`src/rtl/core/mte_pkg.sv`:
```
// shared types, constants and the character code table for the morse text encoder
package mte_pkg;

    localparam int SYM_W        = 2;
    localparam int MAX_SYMS     = 6;
    localparam int RUN_W        = SYM_W * MAX_SYMS;
    localparam int COUNT_W      = 3;
    localparam int CODE_MAX     = 5;
    localparam int QUEUE_DEPTH  = 2;

    localparam logic [SYM_W-1:0] SYM_DOT   = 2'd0;
    localparam logic [SYM_W-1:0] SYM_DASH  = 2'd1;
    localparam logic [SYM_W-1:0] SYM_SPACE = 2'd2;
    localparam logic [SYM_W-1:0] SYM_UNK   = 2'd3;

    localparam logic [7:0] CHAR_SPACE   = 8'd32;
    localparam logic [7:0] CHAR_UPPER_A = 8'd65;
    localparam logic [7:0] CHAR_UPPER_Z = 8'd90;
    localparam logic [7:0] CASE_OFFSET  = 8'd32;

    // one character's run of symbols, symbol k in bits [2k+1:2k]
    typedef struct packed {
        logic [COUNT_W-1:0] count;
        logic [RUN_W-1:0]   syms;
    } cmd_t;

    // pat holds the code left aligned, first symbol in the top bit, 1 for dash
    typedef struct packed {
        logic               known;
        logic [COUNT_W-1:0] len;
        logic [CODE_MAX-1:0] pat;
    } code_t;

    function automatic code_t morse_lookup(input logic [7:0] lc);
        code_t c;
        c.known = 1'b1;
        unique case (lc)
            8'h61: begin c.len = 3'd2; c.pat = 5'b01000; end // a
            8'h62: begin c.len = 3'd4; c.pat = 5'b10000; end // b
            8'h63: begin c.len = 3'd4; c.pat = 5'b10100; end // c
            8'h64: begin c.len = 3'd3; c.pat = 5'b10000; end // d
            8'h65: begin c.len = 3'd1; c.pat = 5'b00000; end // e
            8'h66: begin c.len = 3'd4; c.pat = 5'b00100; end // f
            8'h67: begin c.len = 3'd3; c.pat = 5'b11000; end // g
            8'h68: begin c.len = 3'd4; c.pat = 5'b00000; end // h
            8'h69: begin c.len = 3'd2; c.pat = 5'b00000; end // i
            8'h6a: begin c.len = 3'd4; c.pat = 5'b01110; end // j
            8'h6b: begin c.len = 3'd3; c.pat = 5'b10100; end // k
            8'h6c: begin c.len = 3'd4; c.pat = 5'b01000; end // l
            8'h6d: begin c.len = 3'd2; c.pat = 5'b11000; end // m
            8'h6e: begin c.len = 3'd2; c.pat = 5'b10000; end // n
            8'h6f: begin c.len = 3'd3; c.pat = 5'b11100; end // o
            8'h70: begin c.len = 3'd4; c.pat = 5'b01100; end // p
            8'h71: begin c.len = 3'd4; c.pat = 5'b11010; end // q
            8'h72: begin c.len = 3'd3; c.pat = 5'b01000; end // r
            8'h73: begin c.len = 3'd3; c.pat = 5'b00000; end // s
            8'h74: begin c.len = 3'd1; c.pat = 5'b10000; end // t
            8'h75: begin c.len = 3'd3; c.pat = 5'b00100; end // u
            8'h76: begin c.len = 3'd4; c.pat = 5'b00010; end // v
            8'h77: begin c.len = 3'd3; c.pat = 5'b01100; end // w
            8'h78: begin c.len = 3'd4; c.pat = 5'b10010; end // x
            8'h79: begin c.len = 3'd4; c.pat = 5'b10110; end // y
            8'h7a: begin c.len = 3'd4; c.pat = 5'b11000; end // z
            8'h30: begin c.len = 3'd5; c.pat = 5'b11111; end // 0
            8'h31: begin c.len = 3'd5; c.pat = 5'b01111; end // 1
            8'h32: begin c.len = 3'd5; c.pat = 5'b00111; end // 2
            8'h33: begin c.len = 3'd5; c.pat = 5'b00011; end // 3
            8'h34: begin c.len = 3'd5; c.pat = 5'b00001; end // 4
            8'h35: begin c.len = 3'd5; c.pat = 5'b00000; end // 5
            8'h36: begin c.len = 3'd5; c.pat = 5'b10000; end // 6
            8'h37: begin c.len = 3'd5; c.pat = 5'b11000; end // 7
            8'h38: begin c.len = 3'd5; c.pat = 5'b11100; end // 8
            8'h39: begin c.len = 3'd5; c.pat = 5'b11110; end // 9
            default: begin
                c.known = 1'b0;
                c.len   = 3'd1;
                c.pat   = 5'b00000;
            end
        endcase
        return c;
    endfunction

endpackage

```
`src/rtl/core/morse_text_encoder.sv`:
```
// top level of the morse text encoder: front end, command queue, back end
// the first symbol of a character passes the command queue, the back end's current-run register and its output register
// throughput: one symbol per cycle while m_tready is high; a character gives 1 to 6 symbols,
//   sent one at a time through the back end's single output register
// the front end takes a new character each cycle while the command queue has room
// reset: synchronous active-low aresetn clears word state, queue and output stage
module morse_text_encoder #(
    parameter int QUEUE_DEPTH = mte_pkg::QUEUE_DEPTH
) (
    input  logic       aclk,
    input  logic       aresetn,
    input  logic       s_tvalid,
    output logic       s_tready,
    input  logic [7:0] s_tdata,   // [7:0] char_code
    output logic       m_tvalid,
    input  logic       m_tready,
    output logic [7:0] m_tdata,   // [1:0] symbol, [7:2] zero
    output logic       m_tlast
);
    import mte_pkg::*;

    logic q_push;
    logic q_ready;
    logic q_valid;
    logic q_pop;
    cmd_t push_cmd;
    cmd_t pop_cmd;

    mte_front u_front (
        .aclk     (aclk),
        .aresetn  (aresetn),
        .s_tvalid (s_tvalid),
        .s_tready (s_tready),
        .s_tdata  (s_tdata),
        .q_ready  (q_ready),
        .q_push   (q_push),
        .q_cmd    (push_cmd)
    );

    mte_queue #(
        .DEPTH (QUEUE_DEPTH)
    ) u_queue (
        .aclk     (aclk),
        .aresetn  (aresetn),
        .wr_en    (q_push),
        .wr_data  (push_cmd),
        .wr_ready (q_ready),
        .rd_en    (q_pop),
        .rd_valid (q_valid),
        .rd_data  (pop_cmd)
    );

    mte_back u_back (
        .aclk     (aclk),
        .aresetn  (aresetn),
        .q_valid  (q_valid),
        .q_cmd    (pop_cmd),
        .q_pop    (q_pop),
        .m_tvalid (m_tvalid),
        .m_tready (m_tready),
        .m_tdata  (m_tdata),
        .m_tlast  (m_tlast)
    );

    a_run_len: assert property (@(posedge aclk) disable iff (!aresetn)
        q_push |-> (push_cmd.count != 3'd0) && (push_cmd.count <= 3'd6))
        else $error("symbol run length out of range");

    a_space_run: assert property (@(posedge aclk) disable iff (!aresetn)
        (q_push && s_tdata == CHAR_SPACE) |-> (push_cmd.count == 3'd3))
        else $error("word gap run is not three symbols");

    a_pop_valid: assert property (@(posedge aclk) disable iff (!aresetn)
        q_pop |-> q_valid)
        else $error("back end popped an empty queue");

    a_reset_out: assert property (@(posedge aclk)
        !aresetn |=> !m_tvalid)
        else $error("output valid after reset");

endmodule

```
`src/rtl/core/mte_front.sv`:
```
// front end: accepts characters, tracks word state and builds the symbol run
module mte_front (
    input  logic          aclk,
    input  logic          aresetn,
    input  logic          s_tvalid,
    output logic          s_tready,
    input  logic [7:0]    s_tdata,   // [7:0] char_code
    input  logic          q_ready,
    output logic          q_push,
    output mte_pkg::cmd_t q_cmd
);
    import mte_pkg::*;

    logic               letter_in_word_reg;
    logic               letter_in_word_next;
    logic [7:0]         lc;
    code_t              code;
    logic [RUN_W-1:0]   body;
    logic [COUNT_W-1:0] body_len;

    assign s_tready = q_ready;
    assign q_push   = s_tvalid && q_ready;

    always_comb begin
        if (s_tdata >= CHAR_UPPER_A && s_tdata <= CHAR_UPPER_Z) begin
            lc = s_tdata + CASE_OFFSET;
        end else begin
            lc = s_tdata;
        end
        code = morse_lookup(lc);

        body = '0;
        if (code.known) begin
            body[1:0] = code.pat[4] ? SYM_DASH : SYM_DOT;
            body[3:2] = code.pat[3] ? SYM_DASH : SYM_DOT;
            body[5:4] = code.pat[2] ? SYM_DASH : SYM_DOT;
            body[7:6] = code.pat[1] ? SYM_DASH : SYM_DOT;
            body[9:8] = code.pat[0] ? SYM_DASH : SYM_DOT;
        end else begin
            body[1:0] = SYM_UNK;
        end
        body_len = code.len;

        if (s_tdata == CHAR_SPACE) begin
            q_cmd.syms          = '0;
            q_cmd.syms[1:0]     = SYM_SPACE;
            q_cmd.syms[3:2]     = SYM_SPACE;
            q_cmd.syms[5:4]     = SYM_SPACE;
            q_cmd.count         = 3'd3;
            letter_in_word_next = 1'b0;
        end else if (letter_in_word_reg) begin
            q_cmd.syms          = {body[RUN_W-SYM_W-1:0], SYM_SPACE};
            q_cmd.count         = body_len + 3'd1;
            letter_in_word_next = 1'b1;
        end else begin
            q_cmd.syms          = body;
            q_cmd.count         = body_len;
            letter_in_word_next = 1'b1;
        end
    end

    always_ff @(posedge aclk) begin
        if (!aresetn) begin
            letter_in_word_reg <= 1'b0;
        end else if (q_push) begin
            letter_in_word_reg <= letter_in_word_next;
        end
    end

endmodule

```
`src/rtl/core/mte_queue.sv`:
```
// short command queue between front and back end
module mte_queue #(
    parameter int DEPTH = mte_pkg::QUEUE_DEPTH
) (
    input  logic          aclk,
    input  logic          aresetn,
    input  logic          wr_en,
    input  mte_pkg::cmd_t wr_data,
    output logic          wr_ready,
    input  logic          rd_en,
    output logic          rd_valid,
    output mte_pkg::cmd_t rd_data
);
    import mte_pkg::*;

    localparam int PTR_W = (DEPTH > 1) ? $clog2(DEPTH) : 1;
    localparam int CNT_W = $clog2(DEPTH + 1);

    cmd_t             mem [DEPTH];
    logic [PTR_W-1:0] wr_ptr_reg;
    logic [PTR_W-1:0] rd_ptr_reg;
    logic [CNT_W-1:0] count_reg;
    logic             do_wr;
    logic             do_rd;

    assign wr_ready = (count_reg != CNT_W'(DEPTH));
    assign rd_valid = (count_reg != '0);
    assign rd_data  = mem[rd_ptr_reg];
    assign do_wr    = wr_en && wr_ready;
    assign do_rd    = rd_en && rd_valid;

    always_ff @(posedge aclk) begin
        if (do_wr) begin
            mem[wr_ptr_reg] <= wr_data;
        end
    end

    always_ff @(posedge aclk) begin
        if (!aresetn) begin
            wr_ptr_reg <= '0;
            rd_ptr_reg <= '0;
            count_reg  <= '0;
        end else begin
            if (do_wr) begin
                wr_ptr_reg <= (wr_ptr_reg == PTR_W'(DEPTH - 1)) ? '0 : wr_ptr_reg + 1'b1;
            end
            if (do_rd) begin
                rd_ptr_reg <= (rd_ptr_reg == PTR_W'(DEPTH - 1)) ? '0 : rd_ptr_reg + 1'b1;
            end
            if (do_wr && !do_rd) begin
                count_reg <= count_reg + 1'b1;
            end else if (do_rd && !do_wr) begin
                count_reg <= count_reg - 1'b1;
            end
        end
    end

endmodule

```
`src/rtl/core/mte_back.sv`:
```
// back end: shifts out one symbol per cycle, unless the output stalls, through a registered output stage
module mte_back (
    input  logic          aclk,
    input  logic          aresetn,
    input  logic          q_valid,
    input  mte_pkg::cmd_t q_cmd,
    output logic          q_pop,
    output logic          m_tvalid,
    input  logic          m_tready,
    output logic [7:0]    m_tdata,   // [1:0] symbol, [7:2] zero
    output logic          m_tlast
);
    import mte_pkg::*;

    logic               cur_valid_reg;
    logic [RUN_W-1:0]   cur_syms_reg;
    logic [COUNT_W-1:0] cur_rem_reg;
    logic               out_valid_reg;
    logic [SYM_W-1:0]   out_sym_reg;
    logic               out_last_reg;
    logic               out_free;
    logic               emit;
    logic               cur_done;
    logic               load;

    assign out_free = !out_valid_reg || m_tready;
    assign emit     = cur_valid_reg && out_free;
    assign cur_done = emit && (cur_rem_reg == 3'd1);
    assign load     = !cur_valid_reg || cur_done;
    assign q_pop    = load && q_valid;

    assign m_tvalid = out_valid_reg;
    assign m_tdata  = {{(8 - SYM_W){1'b0}}, out_sym_reg};
    assign m_tlast  = out_last_reg;

    always_ff @(posedge aclk) begin
        if (!aresetn) begin
            cur_valid_reg <= 1'b0;
            out_valid_reg <= 1'b0;
        end else begin
            if (load) begin
                cur_valid_reg <= q_valid;
            end
            if (emit) begin
                out_valid_reg <= 1'b1;
            end else if (out_free) begin
                out_valid_reg <= 1'b0;
            end
        end
    end

    always_ff @(posedge aclk) begin
        if (q_pop) begin
            cur_syms_reg <= q_cmd.syms;
            cur_rem_reg  <= q_cmd.count;
        end else if (emit) begin
            cur_syms_reg <= {{SYM_W{1'b0}}, cur_syms_reg[RUN_W-1:SYM_W]};
            cur_rem_reg  <= cur_rem_reg - 3'd1;
        end
        if (emit) begin
            out_sym_reg  <= cur_syms_reg[SYM_W-1:0];
            out_last_reg <= (cur_rem_reg == 3'd1);
        end
    end

endmodule

```
`config.mk`:
```
export PLATFORM = sky130hd
export DESIGN_NAME = morse_text_encoder
export DESIGN_NICKNAME = d
export VERILOG_FILES = /design/src/rtl/core/mte_pkg.sv /design/src/rtl/core/morse_text_encoder.sv /design/src/rtl/core/mte_front.sv /design/src/rtl/core/mte_queue.sv /design/src/rtl/core/mte_back.sv
export SDC_FILE = /design/constraint.sdc
export NUM_CORES = 1
export LEC_CHECK = 0
export ABC_AREA = 1
export BUFFER_PORTS_ARGS = -buffer_cell sky130_fd_sc_hd__buf_2
export CAP_MARGIN = 20
export CORE_AREA = 2 2 87 89
export CTS_BUF_LIST = sky130_fd_sc_hd__clkbuf_16
export DETAILED_ROUTE_END_ITERATION = 8
export DIE_AREA = 0 0 89 91
export MAX_ROUTING_LAYER = met4
export PLACE_DENSITY = 0.68
export SLEW_MARGIN = 30
export SYNTH_ARGS = -nofsm -noshare
export SYNTH_HDL_FRONTEND = slang
export SYNTH_SLANG_ARGS = --single-unit
```
`constraint.sdc`:
```
create_clock -name aclk -period 6 [get_ports aclk]
set_clock_uncertainty 0.15 [all_clocks]
set_input_delay 0 -clock aclk [delete_from_list [all_inputs] [get_ports aclk]]
set_output_delay 0 -clock aclk [all_outputs]
set_load 0.02 [all_outputs]
```
* After elaboration in Yosys (flattened, before gate mapping) *
Memory sizes are Yosys's and may differ from the RTL's. A register that Yosys moved wholly into a read port is not among the register bits.
Index checks and enable logic that the tools add are counted.

word-level totals
  flip-flop bits (word level) = 25
  memory bits (writable) = 30
  input port bits = 12
  output and inout port bits = 11
  logic and storage cells = 106
  memories = 1

operators by class
  add/subtract/negate cells = 7
  order comparisons = 2
  equality and inequality tests = 39
  multiplexer cells = 27
  reduce and logical (&&, ||, !) cells = 20

memories
  memory       words  width  rd ports  clocked after memory_dff  write ports  RTL line         text
  u_queue.mem  2      15     1         1                         1            mte_queue.sv:19  cmd_t mem [DEPTH];

operator list
  kind                 count
  $pmux 8 s35          1
  $eq 8x7->1 const B   26
  $eq 8x6->1 const B   11
  $reduce_or 36->1     1
  $mux 15              2
  $mux 12              2
  $mux 8               2
  $mux 1               15
  $logic_and 1x1->1    9
  $add 8x6->8 const B  1
  $ge 8x7->1 const B   1
  $le 8x7->1 const B   1
  $reduce_bool 2->1    4
  $mux 2               3
  $mux 3               2
  $logic_not 1->1      4
  $add 3x1->3 const B  1
  $eq 3x1->1 const B   1
  $sub 3x1->3 const B  1
  $add 1x1->1 const B  2
  $add 2x1->2 const B  1
  $logic_or 1x1->1     2
  $ne 2x2->1 const B   1
  $sub 2x1->2 const B  1

* Logic depth before layout (Yosys ltp) *
  depth after elaboration = 10
  mapped depth = 21

* Hierarchy *
Synthesis repeated with hierarchy kept, for this count alone.

second synthesis, totals
  cell total of the unflattened synthesis = 386
  area, all modules = 3383.2 um^2

modules (own cells, without submodules)
  module     times used  cells each  area each (um^2)
  mte_queue  1           84          1378.8
  mte_front  1           208         1043.5
  mte_back   1           94          960.9

* Least setup slack after synthesis *
OpenSTA, ideal clock, no wires.

  kind = in2reg
  start = in s_tdata[1]
  end = mem u_queue.mem[0][13] (netlist name) (data pin)
  library setup time = 262 ps
  arrival = 1913 ps
  data required time = 5588 ps
  path slack = 3675 ps
  stages on the path = 18
  buffers on the path = 1
  cells stage by stage = buf_4 -> nor2_1 -> nand2_1 -> nor2_1 -> nor2_1 -> nand3_1 -> nand2_2 -> nor2_4 -> nand3_1 -> nand2_1 -> inv_2 -> nand3_1 -> nor2_1 -> nand2_2 -> nand2_2 -> ha_1 -> o31ai_1 -> inv_1

RTL lines
  what                RTL line                  text
  start: declaration  morse_text_encoder.sv:14  input logic [7:0] s_tdata,
  end: declaration    mte_queue.sv:19

==> results summary <==
The flow ran to the end, and the final reports show no timing, DRC or antenna violations. The critical path goes through buf_2 > nor2_1 > nand2_1 > nor2_1 > nor3_1 > a21oi_1 > nand2_2 > nor2_2 > o21ai_0 > nand2_2 > nor2_1 > nand2_2 > nand2_2 > ha_1 > o31ai_1 > inv_1. In this run the clock root is driven by a clkbuf_16. The sum of negative setup slack is 0 ns. Summed over all nets, the switching power comes to 381 uW. The fraction of the yosys area taken by sequential cells is 0.478.

The share of total power dissipated in sequential elements is 0.469. The starting density of the core came out at 0.390. STA classifies the critical path endpoint as a register. The critical path is of the in2reg type. The clock network fraction of design power is 0.219.

The later-pin clock latency in the skew report came out at 0.28 ns. The endpoint arrival time on the critical path is approximately 2.6 ns. The final setup violation count came out at 0. After clock tree synthesis, the clock-pin slew on the worst setup and hold paths is 0.06 ns. In this run the cell area of the synthesized design comes to 2780 sq um. Summing all multi-input logic gate instances after layout gives 1240 sq um. In this run the vertical extent of the chip is 91 um. The max-cap violation count is 0. Timing analysis after detailed placement gives a worst setup slack of 3.05 ns. The die width came out at 89 um. Counting I/O delays and the setup requirement, the final critical path takes 2.69 ns. In this run the standard cell core region covers 7140 sq um.

The antenna cell count came out at 0. The first-pass detailed-route iteration total came out at 4. Measured against its own limit, the worst slew margin works out to 0.551. The slowest stage of the critical path belongs to the cell nor2_2.

IR analysis of the VDD net gives a maximum drop of 0.163 mV. The via count of the first global-routing pass is 2139. The class of the worst hold path is in2reg.

The count of buffers inserted at the top-level ports came out at 16. The total of flip-flops plus latches after synthesis came out at 47. The highest cell delay on the worst timing path came out at 0.33 ns. Counting distinct cell types in the post-synthesis netlist gives 32. The count of filler cells inserted in the layout came out at 733.

The violation count after the first detailed-routing iteration is 128. Counting along the longest clock path gives a buffer depth of 2. After layout, the worst setup slack is roughly 3.3 ns. The most numerous cell type found on the critical path is nand2_2. Counting tap cells, the placed design contains a total of 458 instances.

A synthesized cell averages 8.00 sq um. In the routed layout, each cell is associated on average with a via count of roughly 4.9. The overall routing resource usage is 0.149. Static timing analysis puts the maximum clock frequency at between 0.3 and 0.4 GHz. The worst setup path is launched from a primary input. The post-layout instance count excluding filler cells came out at about 470. The leftover overflow at the end of global routing came out at 0. Gates resized during post-CTS repair numbered 0.

For the worst setup path, the data required time is roughly 6 ns. The number of clock sinks is between 40 and 50. The routability-driven placement congestion ratio came out at 0.893. The I/O pin count is 23.

Compared with the post-synthesis result, the final layout area differs by 11.7%. The floorplan has 31 rows. Measured on the finished design, the core utilization comes to 0.436. Entering global routing, the biggest net connects 26 pins. The number of nets with antenna violations after detailed routing is 0. The wire-length estimate of the detail-placed layout is approximately 4.5 mm. Summed over all cells, the static leakage comes to 1.38 nW. Of all nets on the critical path, the largest fanout is 11. Clock tree synthesis inserted a total of 5 buffers. Setup repair after global routing left no endpoint under its margin. The number of post-CTS setup repair buffers came out at 0.

The net count of the finished layout is 385. The number of antenna violations at the first check in global routing was 0. The sum of routed wire length over all layers is 5.75 mm. The final max-slew violation count is 0. In the final layout, flip-flops and latches occupy 1330 sq um.

The part of the total power dissipated in combinational logic came out at 0.311. Synthesis produced a netlist whose cell count is 348. The ratio of cells with drive above 1 in the final layout came out at 0.138. The count of unresolved DRC violations after routing is 0. Cell internal power was estimated by the tool at 762 uW. The combined buffer and inverter count along the critical path came out at 2. The ratio of final minimum period to clock period came out at 0.448. TritonCTS built the clock tree. In this design, the largest share of critical-path delay is due to simple AND/OR/NAND/NOR gates. The count of final hold-check violations came to 0. The flip-flop count of the largest register after layout came out at 24.

For this design the ratio of total power to cell area is 368 nW/um^2. The clock tree synthesis step divided the H-tree into 2 levels. The detailed-route via count is 2289. The overall die area is 8100 sq um.

The proportion of total power due to net switching came out at 0.334. The transition at the pin with the smallest max-transition slack came out at 0.673 ns. The yosys synthesis warning count is 0.

The wire length of the first global-routing pass came out at 9.47 mm. The mean routed wirelength per cell came out at 12.3 um.
-- cells in the final DEF (no fill, tap or decap), drive strengths merged --
| master | Yosys | final |
|---|---|---|
| nor2 | 62 | 62 |
| buf | 8 | 18 |
| dfxtp | 8 | 8 |
| nand3b | 3 | 3 |
| nand4 | 6 | 6 |
| inv | 43 | 45 |
| dlygate4sd3 | 0 | 2 |
| nand2 | 91 | 91 |
| nor3 | 1 | 1 |
| clkbuf | 4 | 5 |
| o31ai | 1 | 1 |
| conb | 1 | 6 |
| a21oi | 18 | 18 |
| o22ai | 1 | 1 |
| nand3 | 20 | 20 |
| ha | 5 | 5 |
| edfxtp | 39 | 39 |
| o41ai | 1 | 1 |
| clkinv | 0 | 1 |
| a31oi | 9 | 9 |
| or2 | 1 | 1 |
| xor2 | 2 | 2 |
| o21ai | 17 | 17 |
| o211ai | 7 | 7 |
-- final cells by class --
cell class	instances	share of cell area
Sequential cell	47	0.428
Multi-Input combinational cell	251	0.398
Inverter	43	0.0527
Clock buffer	5	0.0402
Tap cell	99	0.0398
Timing Repair Buffer	20	0.0370
Clock inverter	3	0.00402
-- cells by family (layout without fill, tap and decap cells) --
kind of cell | Yosys count | after routing | synth area share
other | 1 | 6 | 0.00135
and+or+nand+nor | 184 | 184 | 0.290
AOI/OAI and AO/OA | 54 | 54 | 0.116
adders and majority gates | 5 | 5 | 0.0225
buffers and inverters | 55 | 71 | 0.0858
DFF | 47 | 47 | 0.478
xor gates and xnor gates | 2 | 2 | 0.00629
-- routing by layer --
layer  up-vias  GRT usage  wire [um]
li1       1187          -          -
met1      1018      0.175       2560
met2        64      0.241       2740
met3        20     0.0273        211
met4         0     0.0771        231
met5         -          -          0
-- cells in the mapped netlist (all sizes together) --
cell type  number  share of area
or2             1         0.0022
o211ai          7          0.019
o21ai          17          0.031
conb            1         0.0013
buf             8          0.022
clkbuf          4         0.0054
ha              5          0.022
nand4           6          0.013
o41ai           1         0.0031
xor2            2         0.0063
o22ai           1         0.0022
a31oi           9          0.020
inv            43          0.059
dfxtp           8          0.058
edfxtp         39           0.42
o31ai           1         0.0027
nand2          91           0.14
nand3b          3         0.0081
nor2           62          0.091
nand3          20          0.038
nor3            1         0.0018
a21oi          18          0.038
-- power groups by stage --
stage / clock network (mW) / logic, mW / registers [mW]
after global placement: 0 / 0.350 / 0.542
final: 0.251 / 0.356 / 0.537
after floorplan: 0 / 0.264 / 0.540
after detailed placement: 0 / 0.359 / 0.544
after CTS: 0.255 / 0.361 / 0.539
after global routing: 0.271 / 0.408 / 0.549
-- worst paths after layout --
| kind | start | to | slack (ns) | cells past startpoint |
|---|---|---|---|---|
| setup reg to reg | u_back.cur_rem_reg[1] | u_queue.count_reg[1] | 3.62 | 13 |
| hold / removal | s_tvalid | u_front.letter_in_word_reg | 0.01 | 4 |
| setup / recovery | s_tdata[3] | u_queue.mem[1][13] | 3.31 | 16 |
| hold reg to reg | u_back.cur_syms_reg[1] | u_back.out_sym_reg[1] | 0.27 | 0 |
-- what timing repair did --
item	CTS	global route
endpoints found under the setup margin	0	0
hold buffers	2	0
endpoints found under the hold margin	8	0
-- worst register-to-register path: stages, from the launching register on --
cell      delay (ns)
edfxtp_1        0.36
inv_1           0.08
ha_1            0.14
nand2_1         0.05
inv_1           0.07
a21oi_1         0.09
a21oi_1         0.12
buf_4           0.27
inv_1           0.15
ha_1            0.33
a21oi_1         0.11
o21ai_0         0.11
o21ai_0         0.18
a21oi_1         0.06
-- metrics by stage --
stage               hold slack, ns  power, mW  instance area, sq um
global placement             0.140      0.892                  2950
global route                0.0611       1.23                  3110
finish                      0.0138       1.14                  3110
floorplan                  -0.0143      0.804                  2800
detailed placement           0.143      0.903                  2950
CTS                         0.0130       1.15                  3110
Power figures use the tool's default switching activity.
